## config.mk

```make
export PLATFORM = sky130hd
export DESIGN_NAME = met_queue
export DESIGN_NICKNAME = d
export VERILOG_FILES = /design/src/design/met_pkg.sv /design/src/design/met_queue.sv
export VERILOG_INCLUDE_DIRS = /design/src /design/src/design
export SDC_FILE = /design/constraint.sdc
export NUM_CORES = 1
export LEC_CHECK = 0
export BUFFER_PORTS_ARGS = -buffer_cell sky130_fd_sc_hd__clkbuf_2
export CORE_UTILIZATION = 37
export CTS_CLUSTER_DIAMETER = 30
export DETAILED_ROUTE_END_ITERATION = 12
export MAX_ROUTING_LAYER = met4
export PLACE_DENSITY = 0.64
export SETUP_SLACK_MARGIN = 0.1
export SLEW_MARGIN = 10
export SYNTH_ARGS = -nofsm -noshare
export SYNTH_HDL_FRONTEND = slang
export SYNTH_SLANG_ARGS = --single-unit
```

## constraint.sdc

```tcl
create_clock -name clk_i -period 5.9 [get_ports clk_i]
set_input_delay 1.18 -clock clk_i [delete_from_list [all_inputs] [get_ports clk_i]]
set_output_delay 1.18 -clock clk_i [all_outputs]
set_load 0.02 [all_outputs]
```

## src/design/mandelbrot_escape_time_macros.svh

```systemverilog
// Assertion macros shared by the escape-time block.
// Expects clk_i and rst_ni in the scope of each use.
`ifndef MANDELBROT_ESCAPE_TIME_MACROS_SVH
`define MANDELBROT_ESCAPE_TIME_MACROS_SVH

// same-cycle implication
`define MET_ASSERT_NOW(lbl, ante, cons, msg) \
  lbl: assert property (@(posedge clk_i) disable iff (!rst_ni) (ante) |-> (cons)) \
    else $error(msg);

// next-cycle implication
`define MET_ASSERT_NEXT(lbl, ante, cons, msg) \
  lbl: assert property (@(posedge clk_i) disable iff (!rst_ni) (ante) |=> (cons)) \
    else $error(msg);

`endif

```

## src/design/met_pkg.sv

```systemverilog
// Types, constants and helpers of the escape-time block.
// Used by every module of the block; depends on nothing.
`timescale 1ns / 1ps

package met_pkg;

  localparam int ScreenMax  = 4096;
  localparam int FracBits   = 28;
  localparam int CountBits  = 16;
  localparam int QueueDepth = 2;

  localparam int WordW  = 32;
  localparam int ProdW  = 2 * WordW;
  localparam int SqW    = ProdW - FracBits;
  localparam int SatW   = 66;
  localparam int StepW  = 31;
  localparam int OffW   = 12 + StepW;
  localparam int IdxW   = 24;
  localparam int ScrW   = 13;

  typedef enum logic [2:0] {
    RegScreenWidth  = 3'd0,
    RegScreenHeight = 3'd1,
    RegXOrigin      = 3'd2,
    RegYOrigin      = 3'd3,
    RegXStep        = 3'd4,
    RegYStep        = 3'd5,
    RegMaxIter      = 3'd6
  } met_reg_e;

  typedef enum logic [1:0] {
    StIdle,
    StMul,
    StAdd,
    StDone
  } met_state_e;

  typedef struct packed {
    logic [11:0] pixel_column;
    logic [11:0] pixel_row;
  } met_in_t;

  typedef struct packed {
    logic [CountBits-1:0] iteration_count;
    logic [IdxW-1:0]      pixel_index;
    logic                 in_range;
  } met_out_t;

  typedef struct packed {
    logic [ScrW-1:0]         screen_width;
    logic [ScrW-1:0]         screen_height;
    logic signed [WordW-1:0] x_origin;
    logic signed [WordW-1:0] y_origin;
    logic [StepW-1:0]        x_step;
    logic [StepW-1:0]        y_step;
    logic [CountBits-1:0]    max_iterations;
  } met_cfg_t;

  typedef struct packed {
    logic signed [WordW-1:0] cr;
    logic signed [WordW-1:0] ci;
    logic [IdxW-1:0]         pixel_index;
    logic                    in_range;
  } met_job_t;

  localparam met_cfg_t CfgReset = '{
    screen_width:   ScrW'(1024),
    screen_height:  ScrW'(768),
    x_origin:       -32'sd536870912,
    y_origin:       -32'sd268435456,
    x_step:         StepW'(786432),
    y_step:         StepW'(699051),
    max_iterations: CountBits'(256)
  };

  // clip a wide signed value to the signed word range
  function automatic logic signed [WordW-1:0] sat_word(input logic signed [SatW-1:0] v);
    logic signed [WordW-1:0] r;
    if ((&v[SatW-1:WordW-1]) || !(|v[SatW-1:WordW-1])) begin
      r = v[WordW-1:0];
    end else if (v[SatW-1]) begin
      r = {1'b1, {(WordW-1){1'b0}}};
    end else begin
      r = {1'b0, {(WordW-1){1'b1}}};
    end
    return r;
  endfunction

endpackage

```

## src/design/met_queue.sv

```systemverilog
// Short queue of mapped points between front and back end.
// Register based; uses met_pkg and the block's assertion macros.
`timescale 1ns / 1ps
`include "mandelbrot_escape_time_macros.svh"

module met_queue (
  input  logic              clk_i,
  input  logic              rst_ni,
  input  logic              wr_valid_i,
  output logic              wr_ready_o,
  input  met_pkg::met_job_t wr_data_i,
  output logic              rd_valid_o,
  input  logic              rd_ready_i,
  output met_pkg::met_job_t rd_data_o
);

  localparam int PtrW = (met_pkg::QueueDepth > 1) ? $clog2(met_pkg::QueueDepth) : 1;
  localparam int CntW = $clog2(met_pkg::QueueDepth + 1);

  met_pkg::met_job_t     mem_q [met_pkg::QueueDepth];
  logic [PtrW-1:0]       wr_ptr_q, wr_ptr_d, rd_ptr_q, rd_ptr_d;
  logic [CntW-1:0]       cnt_q, cnt_d;
  logic                  do_wr, do_rd;

  assign wr_ready_o = cnt_q != CntW'(met_pkg::QueueDepth);
  assign rd_valid_o = cnt_q != '0;
  assign do_wr      = wr_valid_i && wr_ready_o;
  assign do_rd      = rd_ready_i && rd_valid_o;
  assign rd_data_o  = mem_q[rd_ptr_q];

  always_comb begin
    wr_ptr_d = wr_ptr_q;
    rd_ptr_d = rd_ptr_q;
    cnt_d    = cnt_q;
    if (do_wr) begin
      wr_ptr_d = (wr_ptr_q == PtrW'(met_pkg::QueueDepth - 1)) ? '0 : wr_ptr_q + 1'b1;
    end
    if (do_rd) begin
      rd_ptr_d = (rd_ptr_q == PtrW'(met_pkg::QueueDepth - 1)) ? '0 : rd_ptr_q + 1'b1;
    end
    if (do_wr && !do_rd) begin
      cnt_d = cnt_q + 1'b1;
    end else if (do_rd && !do_wr) begin
      cnt_d = cnt_q - 1'b1;
    end
  end

  always_ff @(posedge clk_i or negedge rst_ni) begin
    if (!rst_ni) begin
      wr_ptr_q <= '0;
      rd_ptr_q <= '0;
      cnt_q    <= '0;
    end else begin
      wr_ptr_q <= wr_ptr_d;
      rd_ptr_q <= rd_ptr_d;
      cnt_q    <= cnt_d;
    end
  end

  always_ff @(posedge clk_i) begin
    if (do_wr) begin
      mem_q[wr_ptr_q] <= wr_data_i;
    end
  end

  `MET_ASSERT_NOW(a_cnt_bound, 1'b1, cnt_q <= CntW'(met_pkg::QueueDepth), "queue overfilled")
  `MET_ASSERT_NOW(a_ptr_gap, cnt_q == '0, wr_ptr_q == rd_ptr_q, "queue pointers out of step")

endmodule

```

## Word level (Yosys, flattened, before mapping)

Memory sizes are Yosys's and may differ from the RTL's.
Index checks and enable logic that the tools add are counted.

| word-level totals | value |
|---|---|
| flip-flop bits (word level) | 4 |
| memories kept | 1 |
| RAM bits | 178 |

| operators by class | value |
|---|---|
| equality and inequality tests | 1 |
| mux-type cells | 6 |
| reductions and logical operators | 8 |
| add/sub/neg operators | 4 |

Memory list:

| name | depth | bits a word | rd ports | clocked after Yosys merged registers in | wr ports | RTL line | source |
|---|---|---|---|---|---|---|---|
| mem_q | 2 | 89 | 1 | 0 | 1 | met_queue.sv:20 | `met_pkg::met_job_t mem_q [met_pkg::QueueDepth];` |

Operator list:

| kind | count |
|---|---|
| 1-bit logical AND | 4 |
| 1-bit 2-to-1 mux | 4 |
| 2-bit 2-to-1 mux | 2 |
| 2-bit nonzero test | 2 |
| 1-bit adder (second input constant) | 2 |
| 2-bit by 1-bit adder with 2-bit output (second input constant) | 1 |
| 1-bit zero test | 2 |
| 2-bit inequality test (second input constant) | 1 |
| 2-bit by 1-bit subtractor with 2-bit output (second input constant) | 1 |

## Longest topological paths before layout

| depth | value |
|---|---|
| depth after elaboration | 6 |
| mapped depth | 7 |
| gate-level depth less buffers | 7 |

## Worst setup path after synthesis

No wires, ideal clock.

| timing path | value |
|---|---|
| path type | input to register |
| from | input wr_valid_i |
| to | memory mem_q[0][0] in the netlist's numbering (enable) |
| slack | 378 ps |
| library setup time | 537 ps |
| stages | 2 |
| data required time | 5,363 ps |
| path buffers | 0 |
| arrival | 4,985 ps |
| cell sequence | nand2_1 > nor2_1 |

| between the ends | value |
|---|---|
| word-level cells in the longest chain between the ends | 3 |

RTL lines:

| what | RTL line | source |
|---|---|---|
| start, declared | met_queue.sv:9 | `input logic wr_valid_i,` |
| 1-bit logical AND | met_queue.sv:27 | `assign do_wr = wr_valid_i && wr_ready_o;` |
| 1-bit 2-to-1 mux | met_queue.sv:61 | `if (do_wr) begin` |
| 1-bit 2-to-1 mux (not written as such) | met_queue.sv:62 | `mem_q[wr_ptr_q] <= wr_data_i;` |
| end, declared | met_queue.sv:20 |  |

Every way passes these cells.

==> metrics.txt <==
# TYPE chip_impl_metric gauge
chip_impl_info{name="ctsRootBufferMaster",value="sky130_fd_sc_hd__clkbuf_16"} 1
chip_impl_metric{name="numCtsBuffers",unit=""} 17
chip_impl_metric{name="n_antenna_cell",unit=""} 0
chip_impl_metric{name="flow.area_growth_from_synthesis",unit="%"} 24.5
chip_impl_metric{name="nets",unit=""} 586
chip_impl_metric{name="number_of_global_route_vias_before_repair",unit=""} 3443
chip_impl_metric{name="hold_buffers",unit=""} 0
chip_impl_metric{name="floorplan.die_area",unit="mm^2"} 0.0197
chip_impl_info{name="critPathTopFamily",value="buffers and inverters"} 1
chip_impl_metric{name="final_cells",unit=""} 739
chip_impl_metric{name="syn_area_per_cell",unit="um^2"} 24.0
chip_impl_info{name="crit_type",value="flip-flop to output port"} 1
chip_impl_metric{name="worstPathRequired",unit="ns"} 4.72
chip_impl_metric{name="ys_seq_area_frac",unit=""} 0.771
chip_impl_metric{name="synth_area",unit="mm^2"} 0.00707
chip_impl_metric{name="vias_per_cell",unit=""} 4.45
chip_impl_metric{name="numPortBuffers",unit=""} 183
chip_impl_metric{name="placed_cells",unit=""} 706
chip_impl_metric{name="routed_wl",unit="mm"} 12.2
chip_impl_metric{name="synth_cell_type_count",unit=""} 14
chip_impl_metric{name="groute.usage.overall",unit=""} 0.131
chip_impl_metric{name="core.rowCount",unit=""} 50
chip_impl_metric{name="leakagePower",unit="nW"} 3.57
chip_impl_info{name="worstPathCellList",value="buf_4, mux2_4, clkbuf_2"} 1
chip_impl_metric{name="initial_utilization",unit=""} 0.378
chip_impl_metric{name="cts_post_setup_buffers_inserted",unit=""} 0
chip_impl_metric{name="route.vias.total",unit=""} 3286
chip_impl_metric{name="ir_drop",unit="mV"} 0.279
chip_impl_metric{name="routed_wire_length_per_instance",unit="um"} 16.5
chip_impl_metric{name="finalCriticalPeriod",unit="ns"} 3.49
chip_impl_metric{name="maxCapViolCount",unit=""} 0
chip_impl_metric{name="antenna_found_initial",unit=""} 0
chip_impl_metric{name="hold_viol",unit=""} 0
chip_impl_metric{name="clock_sink_count",unit=""} 182
chip_impl_metric{name="fin_tns_setup",unit="ns"} 0
chip_impl_metric{name="postSynthNetCount",unit=""} 389
chip_impl_metric{name="cts-root-to-sink-buffers",unit=""} 2
chip_impl_metric{name="finish.instance_area",unit="mm^2"} 0.00879
chip_impl_info{name="hold_path_class",value="flip-flop to flip-flop"} 1
chip_impl_metric{name="timing.critical_path.arrival",unit="ns"} 2.31
chip_impl_metric{name="syn-instance-count",unit=""} 295
chip_impl_metric{name="max-slew-margin-rel",unit=""} 0.534
chip_impl_metric{name="largest_net_degree_at_the_start_of_global_routing",unit=""} 51
chip_impl_metric{name="critical_path_peak_fanout",unit=""} 35
chip_impl_metric{name="route.detailed.drc",unit=""} 0
chip_impl_metric{name="die_width",unit="um"} 140
chip_impl_metric{name="detail_route.iter0.violations",unit=""} 193
chip_impl_metric{name="htree_levels",unit=""} 4
chip_impl_metric{name="clock-skew-final",unit="ns"} 0.0124
chip_impl_info{name="critPathSlowestCell",value="sky130_fd_sc_hd__dfrtp_4"} 1
chip_impl_info{name="grt_setup_unrepaired",value="false"} 1
chip_impl_metric{name="detailedPlacementHpwl",unit="mm"} 8.26
chip_impl_metric{name="postSynthRegisterBits",unit=""} 182
chip_impl_metric{name="gr_ovfl_total",unit=""} 0
chip_impl_metric{name="insertion_delay",unit="ns"} 0.42
chip_impl_metric{name="final_min_period_over_clock_period",unit=""} 0.591
chip_impl_metric{name="die_y",unit="um"} 140
chip_impl_metric{name="crit_buf_inv",unit=""} 2
chip_impl_metric{name="layout-drive-gt1-share",unit=""} 0.614
chip_impl_metric{name="cts.reportedPaths.clkPinSlew",unit="ns"} 0.07
chip_impl_info{name="nature_of_the_critical_path_startpoint",value="flip-flop"} 1
chip_impl_info{name="outcome",value="complete, no violations"} 1
chip_impl_metric{name="fmax",unit="MHz"} 287
chip_impl_info{name="critical_path.endpoint_type",value="output port"} 1
chip_impl_metric{name="slew_viol_final",unit=""} 0
chip_impl_metric{name="setup_viol",unit=""} 0
chip_impl_metric{name="synth.yosys.warnings",unit=""} 0
chip_impl_metric{name="fp.coreArea",unit="mm^2"} 0.0187
chip_impl_metric{name="post_cts_resized",unit=""} 0
chip_impl_metric{name="critical-path-max-stage-delay",unit="ns"} 0.69
chip_impl_metric{name="tightestPinTransition",unit="ns"} 0.700
chip_impl_metric{name="wire_length_of_the_first_global_routing_pass",unit="mm"} 18.4
chip_impl_metric{name="detailedRoute.firstPassIterationCount",unit=""} 4
chip_impl_metric{name="detailed_place.area",unit="mm^2"} 0.00814
chip_impl_metric{name="io_pins",unit=""} 184
chip_impl_metric{name="cellPowerDensity",unit="mW/mm^2"} 531
chip_impl_metric{name="placer_s_final_routability_congestion_estimate",unit=""} 0.725
chip_impl_metric{name="antenna_left",unit=""} 0
chip_impl_info{name="cts_tree",value="done"} 1
sequential cells by signal, indices dropped and copies added (netlist names):
| signal | count |
|---|---|
| mem_q | 178 |
| cnt_q | 2 |
| rd_ptr_q | 1 |
| wr_ptr_q | 1 |
power breakdown:
group / internal, mW / switching [mW]
sequential: 1.77 / 0.114
clock: 0.732 / 0.459
combinational: 0.714 / 0.885
total: 3.22 / 1.46
cells in the final DEF (no fill, tap or decap), types with 2 or more instances in the layout:
master,instances
sky130_fd_sc_hd__xnor2_1,3
sky130_fd_sc_hd__clkinv_2,2
sky130_fd_sc_hd__clkinv_4,2
sky130_fd_sc_hd__clkbuf_8,2
sky130_fd_sc_hd__clkinvlp_4,2
sky130_fd_sc_hd__dfrtp_1,3
sky130_fd_sc_hd__mux2_4,89
sky130_fd_sc_hd__edfxtp_1,178
sky130_fd_sc_hd__clkbuf_16,17
sky130_fd_sc_hd__clkbuf_2,183
sky130_fd_sc_hd__buf_4,3
sky130_fd_sc_hd__bufinv_16,4
sky130_fd_sc_hd__xor2_1,2
sky130_fd_sc_hd__nand2_1,2
sky130_fd_sc_hd__buf_12,2
path summary, 6_finish.rpt:
kind / from / to / slack [ns] / depth (start not counted)
hold reg to reg: cnt_q[1] / cnt_q[1] / 0.52 / 1
setup / recovery: rd_ptr_q / rd_data_o[46] / 2.41 / 3
max in group asynchronous: rst_ni / rd_ptr_q / 5.19 / 1
min in group asynchronous: rst_ni / wr_ptr_q / 0.56 / 1
setup reg to reg: cnt_q[0] / mem_q[1][13] / 3.63 / 3
hold / removal: cnt_q[1] / cnt_q[1] / 0.52 / 1
worst reg2reg max path, cell delays in order (launching register included):
cell,delay (ns)
sky130_fd_sc_hd__dfrtp_1,0.40
sky130_fd_sc_hd__nand2b_1,0.18
sky130_fd_sc_hd__and3_4,0.57
sky130_fd_sc_hd__buf_4,0.68
final cells by class:
type | instances | area (um^2)
Inverter | 1 | 3.75
Tap cell | 234 | 293
Timing Repair Buffer | 188 | 978
Clock inverter | 12 | 175
Multi-Input combinational cell | 102 | 1440
Fill cell | 1586 | 9910
Sequential cell | 182 | 5450
Clock buffer | 20 | 457
cells by family after synthesis:
logic type / synth area share
xor+xnor: 0.00620
fa+ha+maj: 0.00177
buf+inv: 0.0276
flops: 0.771
mux: 0.189
simple gates: 0.00478
stage by stage:
step                      setup WS, ns  hold WS (ns)  power [mW]  utilization
final                             2.41         0.519        4.67        0.470
after global routing              2.29         0.540        4.88        0.470
after CTS                         2.33         0.513        4.74        0.469
after detailed placement          2.74         0.497        3.55        0.435
after global placement            2.79         0.475        3.51        0.435
after floorplan                  0.378         0.456        3.21            -
synthesized netlist by cell type:
cell                       instances  share of area
sky130_fd_sc_hd__inv_1             1        0.00053
sky130_fd_sc_hd__nand2b_1          1        0.00089
sky130_fd_sc_hd__xor2_1            2         0.0025
sky130_fd_sc_hd__mux2_4           89           0.19
sky130_fd_sc_hd__buf_12            9          0.025
sky130_fd_sc_hd__nor2_1            2         0.0011
sky130_fd_sc_hd__xnor2_1           3         0.0037
sky130_fd_sc_hd__edfxtp_1        178           0.76
sky130_fd_sc_hd__dfrtp_1           4          0.014
sky130_fd_sc_hd__buf_6             1         0.0016
sky130_fd_sc_hd__nand2_1           2         0.0011
sky130_fd_sc_hd__or2_1             1        0.00089
sky130_fd_sc_hd__ha_1              1         0.0018
sky130_fd_sc_hd__and3_1            1        0.00089
layer usage:
metal | wire length [um] | up-vias | GRT usage | part of all wire
met2 | 6060 | 107 | 0.209 | 0.50
li1 | - | 1559 | - | -
met1 | 5250 | 1615 | 0.154 | 0.43
met4 | 69 | 0 | 0.0382 | 0.0057
met3 | 799 | 5 | 0.0503 | 0.066
met5 | 0 | - | - | 0
Power figures use the tool's default switching activity.
