==> config.mk <==
export PLATFORM = sky130hd
export DESIGN_NAME = met_front
export DESIGN_NICKNAME = d
export VERILOG_FILES = /design/src/design/mandelbrot_escape_time_macros.svh /design/src/design/met_pkg.sv /design/src/design/met_front.sv
export SDC_FILE = /design/constraint.sdc
export NUM_CORES = 2
export LEC_CHECK = 0
export ABC_AREA = 1
export BUFFER_PORTS_ARGS = -buffer_cell sky130_fd_sc_hd__buf_4
export CAP_MARGIN = 20
export CORE_ASPECT_RATIO = 2
export CORE_MARGIN = 4
export CORE_UTILIZATION = 28
export DETAILED_ROUTE_END_ITERATION = 8
export SYNTH_ARGS = -nofsm -noshare
export SYNTH_HDL_FRONTEND = slang
export SYNTH_SLANG_ARGS = --single-unit
==> constraint.sdc <==
create_clock -name clk_i -period 6.18 [get_ports clk_i]
set_input_delay 0.309 -clock clk_i [delete_from_list [all_inputs] [get_ports clk_i]]
set_output_delay 0.309 -clock clk_i [all_outputs]
set_load 0.01 [all_outputs]
==> src/design/mandelbrot_escape_time_macros.svh <==
// Assertion macros shared by the escape-time block.
// Expects clk_i and rst_ni in the scope of each use.
`ifndef MANDELBROT_ESCAPE_TIME_MACROS_SVH
`define MANDELBROT_ESCAPE_TIME_MACROS_SVH

// same-cycle implication
`define MET_ASSERT_NOW(lbl, ante, cons, msg) \
  lbl: assert property (@(posedge clk_i) disable iff (!rst_ni) (ante) |-> (cons)) \
    else $error(msg);

// next-cycle implication
`define MET_ASSERT_NEXT(lbl, ante, cons, msg) \
  lbl: assert property (@(posedge clk_i) disable iff (!rst_ni) (ante) |=> (cons)) \
    else $error(msg);

`endif

==> src/design/met_pkg.sv <==
// Types, constants and helpers of the escape-time block.
// Used by every module of the block; depends on nothing.
`timescale 1ns / 1ps

package met_pkg;

  localparam int ScreenMax  = 4096;
  localparam int FracBits   = 28;
  localparam int CountBits  = 16;
  localparam int QueueDepth = 2;

  localparam int WordW  = 32;
  localparam int ProdW  = 2 * WordW;
  localparam int SqW    = ProdW - FracBits;
  localparam int SatW   = 66;
  localparam int StepW  = 31;
  localparam int OffW   = 12 + StepW;
  localparam int IdxW   = 24;
  localparam int ScrW   = 13;

  typedef enum logic [2:0] {
    RegScreenWidth  = 3'd0,
    RegScreenHeight = 3'd1,
    RegXOrigin      = 3'd2,
    RegYOrigin      = 3'd3,
    RegXStep        = 3'd4,
    RegYStep        = 3'd5,
    RegMaxIter      = 3'd6
  } met_reg_e;

  typedef enum logic [1:0] {
    StIdle,
    StMul,
    StAdd,
    StDone
  } met_state_e;

  typedef struct packed {
    logic [11:0] pixel_column;
    logic [11:0] pixel_row;
  } met_in_t;

  typedef struct packed {
    logic [CountBits-1:0] iteration_count;
    logic [IdxW-1:0]      pixel_index;
    logic                 in_range;
  } met_out_t;

  typedef struct packed {
    logic [ScrW-1:0]         screen_width;
    logic [ScrW-1:0]         screen_height;
    logic signed [WordW-1:0] x_origin;
    logic signed [WordW-1:0] y_origin;
    logic [StepW-1:0]        x_step;
    logic [StepW-1:0]        y_step;
    logic [CountBits-1:0]    max_iterations;
  } met_cfg_t;

  typedef struct packed {
    logic signed [WordW-1:0] cr;
    logic signed [WordW-1:0] ci;
    logic [IdxW-1:0]         pixel_index;
    logic                    in_range;
  } met_job_t;

  localparam met_cfg_t CfgReset = '{
    screen_width:   ScrW'(1024),
    screen_height:  ScrW'(768),
    x_origin:       -32'sd536870912,
    y_origin:       -32'sd268435456,
    x_step:         StepW'(786432),
    y_step:         StepW'(699051),
    max_iterations: CountBits'(256)
  };

  // clip a wide signed value to the signed word range
  function automatic logic signed [WordW-1:0] sat_word(input logic signed [SatW-1:0] v);
    logic signed [WordW-1:0] r;
    if ((&v[SatW-1:WordW-1]) || !(|v[SatW-1:WordW-1])) begin
      r = v[WordW-1:0];
    end else if (v[SatW-1]) begin
      r = {1'b1, {(WordW-1){1'b0}}};
    end else begin
      r = {1'b0, {(WordW-1){1'b1}}};
    end
    return r;
  endfunction

endpackage

==> src/design/met_front.sv <==
// Front end: accepts pixel requests, checks range, maps them to points c.
// Two registered stages (request, then products; sums are combinational); uses met_pkg.
`timescale 1ns / 1ps

module met_front (
  input  logic              clk_i,
  input  logic              rst_ni,
  input  met_pkg::met_cfg_t cfg_i,
  input  logic              push_i,
  input  met_pkg::met_in_t  item_i,
  output logic              full_o,
  output logic              job_valid_o,
  input  logic              job_ready_i,
  output met_pkg::met_job_t job_o
);

  localparam int ExtO = met_pkg::SatW - met_pkg::WordW;
  localparam int ExtP = met_pkg::SatW - met_pkg::OffW;

  logic                          s1_v_q, s1_v_d;
  met_pkg::met_in_t              s1_q;
  logic                          s2_v_q, s2_v_d;
  logic [met_pkg::OffW-1:0]      s2_xp_q, s2_yp_q;
  logic [met_pkg::IdxW-1:0]      s2_idx_q;
  logic                          s2_inr_q;

  logic                          s2_free, s1_adv, s1_load;
  logic                          inr;
  logic [25:0]                   idx_full;
  logic [met_pkg::OffW-1:0]      xp, yp;
  logic [met_pkg::SatW-1:0]      xs, ys;

  assign s2_free = !s2_v_q || job_ready_i;
  assign s1_adv  = s1_v_q && s2_free;
  assign full_o  = s1_v_q && !s2_free;
  assign s1_load = push_i && !full_o;

  assign s1_v_d = s1_load || (s1_v_q && !s1_adv);
  assign s2_v_d = s1_adv || (s2_v_q && !job_ready_i);

  assign inr = ({1'b0, s1_q.pixel_column} < cfg_i.screen_width) &&
               ({1'b0, s1_q.pixel_row} < cfg_i.screen_height);
  assign idx_full = 26'(s1_q.pixel_row) * 26'(cfg_i.screen_width) + 26'(s1_q.pixel_column);
  assign xp = met_pkg::OffW'(s1_q.pixel_column) * met_pkg::OffW'(cfg_i.x_step);
  assign yp = met_pkg::OffW'(s1_q.pixel_row) * met_pkg::OffW'(cfg_i.y_step);

  always_ff @(posedge clk_i or negedge rst_ni) begin
    if (!rst_ni) begin
      s1_v_q <= 1'b0;
      s2_v_q <= 1'b0;
    end else begin
      s1_v_q <= s1_v_d;
      s2_v_q <= s2_v_d;
    end
  end

  // hold payload unless the stage advances
  always_ff @(posedge clk_i) begin
    if (s1_load) begin
      s1_q <= item_i;
    end
    if (s1_adv) begin
      s2_xp_q  <= xp;
      s2_yp_q  <= yp;
      s2_inr_q <= inr;
      s2_idx_q <= inr ? idx_full[met_pkg::IdxW-1:0] : '0;
    end
  end

  assign xs = {{ExtO{cfg_i.x_origin[met_pkg::WordW-1]}}, cfg_i.x_origin} +
              {{ExtP{1'b0}}, s2_xp_q};
  assign ys = {{ExtO{cfg_i.y_origin[met_pkg::WordW-1]}}, cfg_i.y_origin} +
              {{ExtP{1'b0}}, s2_yp_q};

  assign job_valid_o       = s2_v_q;
  assign job_o.cr          = met_pkg::sat_word($signed(xs));
  assign job_o.ci          = met_pkg::sat_word($signed(ys));
  assign job_o.pixel_index = s2_idx_q;
  assign job_o.in_range    = s2_inr_q;

endmodule

# ---- Yosys cells after proc, flatten, opt, wreduce, memory -nomap -nowiden
# Cells that the tools add are included.
# Widths: inputs -> output; s select.
dict set report word_totals {
  reg_bits 137
  in_bits 196
  output_inout_bits 91
}
dict set report classes {
  addsub 3
  mul 3
  order_cmp 2
  n_mux 4
  reduce_logical 22
}
# op count
set ops {}
lappend ops {{$mux 32} 4}
lappend ops {{$add 32x44->45} 2}
lappend ops {{$mul 12x31->43} 2}
lappend ops {{$reduce_and 35->1} 2}
lappend ops {{$reduce_or 35->1} 2}
lappend ops {{$lt 12x13->1} 2}
lappend ops {{$add 24x12->24} 1}
lappend ops {{$mul 12x13->24} 1}
lappend ops {{$logic_not 1->1} 7}
lappend ops {{$logic_and 1x1->1} 6}
lappend ops {{$logic_or 1x1->1} 5}

# ---- Logic depth before layout (Yosys ltp)
dict set report logic_depth {
  word_depth 7
  depth_mapped 28
  mapped_depth_nobuf 26
}

# ---- Worst setup path after synthesis
# OpenSTA, ideal clock, no wires.
dict set report synth_path {
  path_kind {register to register}
  from {register s2_v_q, in the netlist job_valid_o}
  to {register s2_idx_q[0] (netlist bit), enable pin}
  setup_time_ns 0.617
  arrival_ns 5.811
  setup_slack_ns -0.249
  path_stages_with_launch 2
  path_buffers 0
  synth_period_minus_slack_ns 6.429
  cell_sequence {dfrtp_1 a21oi_1}
}
dict set report synth_via {
  elab_chain_len 3
}
# item line
set synth_lines {}
lappend synth_lines {{start: declaration} met_front.sv:22} ;# logic s2_v_q, s2_v_d;
lappend synth_lines {{start signal: assignment} met_front.sv:53} ;# s2_v_q <= s2_v_d;
lappend synth_lines {{$logic_not 1->1} met_front.sv:33} ;# assign s2_free = !s2_v_q || job_ready_i;
lappend synth_lines {{$logic_or 1x1->1} met_front.sv:33}
lappend synth_lines {{$logic_and 1x1->1} met_front.sv:34} ;# assign s1_adv = s1_v_q && s2_free;
lappend synth_lines {{net s1_adv} met_front.sv:27} ;# logic s2_free, s1_adv, s1_load;
lappend synth_lines {{end signal: assignment} met_front.sv:66} ;# s2_idx_q <= inr ? idx_full[met_pkg::IdxW-1:0] : '0;
lappend synth_lines {{end: declaration} met_front.sv:24} ;# logic [met_pkg::IdxW-1:0] s2_idx_q;
# The timed path passes the listed nets, and every way through them passes these cells.
# A chain may end at the register's enable or synchronous reset.

# ---- Final worst setup path
dict set report layout_path {
  from {register s1_q[18] (netlist bit)}
  to {register s2_xp_q[35] (netlist bit) (data pin)}
}
dict set report layout_via {
  elab_chain_len 1
}
# item line
set layout_lines {}
lappend layout_lines {{start: declaration} met_front.sv:21} ;# met_pkg::met_in_t s1_q;
lappend layout_lines {{start signal: assignment} met_front.sv:60} ;# s1_q <= item_i;
lappend layout_lines {{$mul 12x31->43} met_front.sv:44} ;# assign xp = met_pkg::OffW'(s1_q.pixel_column) * met_pkg::OffW'(cfg_i.x_step);
lappend layout_lines {{net xp (one bit)} met_front.sv:30} ;# logic [met_pkg::OffW-1:0] xp, yp;
lappend layout_lines {{end signal: assignment} met_front.sv:63} ;# s2_xp_q <= xp;
lappend layout_lines {{end: declaration} met_front.sv:23} ;# logic [met_pkg::OffW-1:0] s2_xp_q, s2_yp_q;
# The timed path passes the listed nets, and every way through them passes these cells.

==> flow_summary.html <==
<table>
<tr><th>Metric</th><th>Value</th></tr>
<tr><th colspan="2">Run status</th></tr>
<tr><td>Outcome</td><td>completed</td></tr>
<tr><th colspan="2">Route</th></tr>
<tr><td>Total detailed-routing wirelength</td><td>149000 um</td></tr>
<tr><td>Routed via count divided by cell count</td><td>4.70</td></tr>
<tr><td>Number of design rule violations left after detail routing</td><td>0</td></tr>
<tr><td>Total number of vias</td><td>37727</td></tr>
<tr><td>Violation count after the first detailed-route iteration</td><td>1891</td></tr>
<tr><td>Post-DR wirelength/cell</td><td>18.6 um</td></tr>
<tr><td>First-pass iteration count of the detailed router</td><td>5</td></tr>
<tr><td>Remaining number of nets flagged by the antenna check after routing</td><td>0</td></tr>
<tr><th colspan="2">Synthesis</th></tr>
<tr><td>Netlist area before placement</td><td>0.0418 sq mm</td></tr>
<tr><td>Post-synthesis area per instance</td><td>7.20 sq um</td></tr>
<tr><td>Most frequently used cell type in the post-synthesis netlist</td><td>sky130_fd_sc_hd__nand2_1</td></tr>
<tr><td>Post-synthesis sequential area ratio</td><td>9.82%</td></tr>
<tr><td>Ys flop type</td><td>sky130_fd_sc_hd__edfxtp_1</td></tr>
<tr><td>Cell type with the largest total area after synthesis</td><td>sky130_fd_sc_hd__fa_1</td></tr>
<tr><td>Fraction of synthesized cell area taken by the top area cell type</td><td>33.6%</td></tr>
<tr><td>Synth top cells by count</td><td>1899 x sky130_fd_sc_hd__nand2_1, 1530 x sky130_fd_sc_hd__inv_1, 702 x sky130_fd_sc_hd__fa_1, 340 x sky130_fd_sc_hd__ha_1, 272 x sky130_fd_sc_hd__nor2_1</td></tr>
<tr><td>Async set-or-reset flop fraction in the synthesized netlist</td><td>1.46%</td></tr>
<tr><td>Number of synthesized flops with an enable pin</td><td>135</td></tr>
<tr><td>Net Count, Synth</td><td>7042</td></tr>
<tr><td>Synth top area cells</td><td>sky130_fd_sc_hd__fa_1 34%, sky130_fd_sc_hd__nand2_1 17%, sky130_fd_sc_hd__inv_1 14%, sky130_fd_sc_hd__ha_1 10%, sky130_fd_sc_hd__edfxtp_1 9.7%</td></tr>
<tr><td>Number of standard cells after synthesis</td><td>5804</td></tr>
<tr><td>Number of different library cells in the post-synthesis netlist</td><td>48</td></tr>
<tr><td>Synth Register Bits</td><td>137</td></tr>
<tr><td>Yosys warning count</td><td>0</td></tr>
<tr><th colspan="2">Worst setup path</th></tr>
<tr><td>Top fanout value on the critical path</td><td>13</td></tr>
<tr><td>Kind of capture point of the worst setup path</td><td>register</td></tr>
<tr><td>Critical path data required time</td><td>6.43 ns</td></tr>
<tr><td>Arrival @ worst endpoint</td><td>6.28 ns</td></tr>
<tr><td>Critical path start-end classification</td><td>register to register</td></tr>
<tr><td>Startpoint type of the worst setup path</td><td>register</td></tr>
<tr><th colspan="2">STA</th></tr>
<tr><td>RSZ-0062 raised after global routing</td><td>false</td></tr>
<tr><td>Tightest slew margin relative to the limit</td><td>34.6%</td></tr>
<tr><td>Number of pins with negative max-slew slack in the final report</td><td>0</td></tr>
<tr><td>Tmin final</td><td>6.03 ns</td></tr>
<tr><td>Tcrit/Tclk final</td><td>97.5%</td></tr>
<tr><td>Worst-Margin Slew</td><td>0.981 ns</td></tr>
<tr><td>Setup-failing EPs final</td><td>0</td></tr>
<tr><td>Final worst clock skew</td><td>0.0350 ns</td></tr>
<tr><td>Fmax</td><td>0.166 GHz</td></tr>
<tr><td>Setup TNS</td><td>0 ns</td></tr>
<tr><td>Final hold violations</td><td>0</td></tr>
<tr><th colspan="2">Global routing</th></tr>
<tr><td>Initial antenna violation count</td><td>10</td></tr>
<tr><td>Wire length of the first global-routing pass</td><td>228000 um</td></tr>
<tr><td>GR Overflow Total</td><td>0</td></tr>
<tr><td>Largest net degree at the start of global routing</td><td>92</td></tr>
<tr><td>Global-route usage over all layers</td><td>19.3%</td></tr>
<tr><td>Vias in the first global route</td><td>41646</td></tr>
<tr><th colspan="2">Cells and area</th></tr>
<tr><td>Share of final-layout standard cells stronger than drive strength 1</td><td>8.37%</td></tr>
<tr><td>Post-layout net count</td><td>7327</td></tr>
<tr><td>P&amp;R area growth vs syn</td><td>14.5%</td></tr>
<tr><td>Area taken by multi-input logic gates</td><td>0.0312 sq mm</td></tr>
<tr><td>Fill count</td><td>16108</td></tr>
<tr><td>Footprint of the flip-flops and latches</td><td>0.00410 sq mm</td></tr>
<tr><th colspan="2">Clock tree</th></tr>
<tr><td>Reg clk slew, reported paths</td><td>0.09 ns</td></tr>
<tr><td>H-Tree Level Count</td><td>4</td></tr>
<tr><td>Number of buffers between clock root and the deepest sink</td><td>2</td></tr>
<tr><td>Total CTS buffers</td><td>17</td></tr>
<tr><td>TritonCTS clock tree</td><td>yes</td></tr>
<tr><td>Number of clock sinks seen by CTS</td><td>137</td></tr>
<tr><td>Clock network latency to the later pin of the worst-skew pair</td><td>0.53 ns</td></tr>
<tr><td>CTS root buffer</td><td>sky130_fd_sc_hd__clkbuf_16</td></tr>
<tr><th colspan="2">Floorplan</th></tr>
<tr><td>Site Rows</td><td>200</td></tr>
<tr><td>Core Box Area</td><td>0.148 sq mm</td></tr>
<tr><td>Effective utilization at floorplan</td><td>28.2%</td></tr>
<tr><td>Die span in y</td><td>554 um</td></tr>
<tr><td>Floorplan die width</td><td>281 um</td></tr>
<tr><td>Die ar.</td><td>0.156 sq mm</td></tr>
<tr><td>Number of primary I/O pins</td><td>287</td></tr>
<tr><th colspan="2">Place</th></tr>
<tr><td>Post-detail-place hpwl</td><td>130000 um</td></tr>
<tr><td>Port buffer count</td><td>270</td></tr>
<tr><td>Placer Congestion</td><td>0.956</td></tr>
<tr><th colspan="2">Min path</th></tr>
<tr><td>Hold Crit Class</td><td>input port to register</td></tr>
<tr><th colspan="2">Run</th></tr>
<tr><td>MaxCap Viol Count</td><td>0</td></tr>
</table>
==> path summary, 6_finish.rpt <==
path	start	to	slack [ns]	cells past startpoint
max in group asynchronous	rst_ni	s1_v_q	5.99	2
hold reg to reg	s1_v_q	job_valid_o	0.52	2
setup reg to reg	s1_q[18]	s2_xp_q[35]	0.15	20
hold / removal	job_ready_i	job_valid_o	0.10	4
setup / recovery	s1_q[18]	s2_xp_q[35]	0.15	20
min in group asynchronous	rst_ni	job_valid_o	0.11	2
==> worst max-delay path: stages (launching register included) <==
cell	delay, ns
sky130_fd_sc_hd__edfxtp_1	0.53
sky130_fd_sc_hd__buf_4	0.24
sky130_fd_sc_hd__buf_12	0.17
sky130_fd_sc_hd__nand2_1	0.09
sky130_fd_sc_hd__fa_1	0.54
sky130_fd_sc_hd__inv_1	0.06
sky130_fd_sc_hd__fa_1	0.57
sky130_fd_sc_hd__fa_1	0.43
sky130_fd_sc_hd__fa_1	0.49
sky130_fd_sc_hd__inv_1	0.05
sky130_fd_sc_hd__fa_1	0.47
sky130_fd_sc_hd__inv_1	0.04
sky130_fd_sc_hd__ha_1	0.32
sky130_fd_sc_hd__a21oi_1	0.23
sky130_fd_sc_hd__o21ai_0	0.26
sky130_fd_sc_hd__a21oi_1	0.23
sky130_fd_sc_hd__o21ai_0	0.17
sky130_fd_sc_hd__a21oi_1	0.26
sky130_fd_sc_hd__o21ai_0	0.20
sky130_fd_sc_hd__xor2_1	0.19
sky130_fd_sc_hd__buf_4	0.18
==> layer usage <==
metal,wire (um),track usage [%],part of all wire (%),up-vias
met3,6960,2.89,4.7,558
met5,38,0,0.025,-
met2,81200,37.5,54,1231
met4,13000,14.5,8.7,6
met1,48200,17.8,32,18408
li1,-,-,-,17524
==> placed cells by master, fill, tap and decap left out, types with 9 or more instances in the layout <==
master	synthesis	layout
sky130_fd_sc_hd__nand2_1	1899	1899
sky130_fd_sc_hd__inv_1	1530	1530
sky130_fd_sc_hd__fa_1	702	702
sky130_fd_sc_hd__buf_4	1	400
sky130_fd_sc_hd__ha_1	340	340
sky130_fd_sc_hd__nor2_1	272	272
sky130_fd_sc_hd__a21oi_1	198	192
sky130_fd_sc_hd__edfxtp_1	135	135
sky130_fd_sc_hd__nand3_1	101	101
sky130_fd_sc_hd__xor2_1	95	95
sky130_fd_sc_hd__o21ai_0	76	74
sky130_fd_sc_hd__xnor2_1	53	53
sky130_fd_sc_hd__a31oi_1	33	32
sky130_fd_sc_hd__buf_12	0	28
sky130_fd_sc_hd__dlygate4sd3_1	0	26
sky130_fd_sc_hd__nand4_1	20	20
sky130_fd_sc_hd__nor2_2	20	20
sky130_fd_sc_hd__clkbuf_16	0	17
sky130_fd_sc_hd__o21bai_1	16	16
sky130_fd_sc_hd__nand3b_1	14	14
sky130_fd_sc_hd__o21a_1	14	14
sky130_fd_sc_hd__nor3_1	12	12
sky130_fd_sc_hd__nor4_1	9	9
==> logic make-up after synthesis <==
logic type | share of synthesized area (%)
fa+ha+maj | 43.8
simple gates | 22.5
flops | 9.82
buf+inv | 15.7
xor+xnor | 3.10
compound gates | 5.03
==> registers in the layout (all words and copies together) (netlist names) <==
name         flops
s1_v_q           1
s2_idx_q        24
s1_q            24
job_valid_o      1
s2_yp_q         43
s2_inr_q         1
s2_xp_q         43
==> through the flow <==
step	instances	hold slack (ns)	cell area, sq um	utilization (%)	setup slack, ns
2_1_floorplan	5804	0.0134	41800	-	0.690
3_3_place_gp	7960	0.0918	46900	31.6	0.0478
3_5_place_dp	7960	0.0959	46900	31.6	0.0837
4_1_cts	8018	0.0514	47700	32.2	0.00147
5_1_grt	8025	0.0812	47800	32.2	0.000278
6_report	8026	0.102	47800	32.2	0.155
==> area by class of cell <==
| class | instances | area share, % |
|---|---|---|
| inverters | 1530 | 12.0 |
| multi-input cells | 3949 | 65.1 |
| flip-flops and latches | 137 | 8.58 |
| clock inverters | 15 | 0.356 |
| clock buffers | 17 | 0.889 |
| well taps | 1919 | 5.02 |
| diodes | 5 | 0.0262 |
| repair buffers | 454 | 7.99 |
==> timing repair <==
action / CTS / global route
setup buffers: 0 / 3
endpoints found under the hold margin: 27 / 0
gates resized for setup: 0 / 9
setup endpoints to repair: 0 / 17
hold buffers: 26 / 0
Power is left out: the tool's default activity adds up to more than one toggle a clock period on the data nets, which glitch-free logic cannot reach.
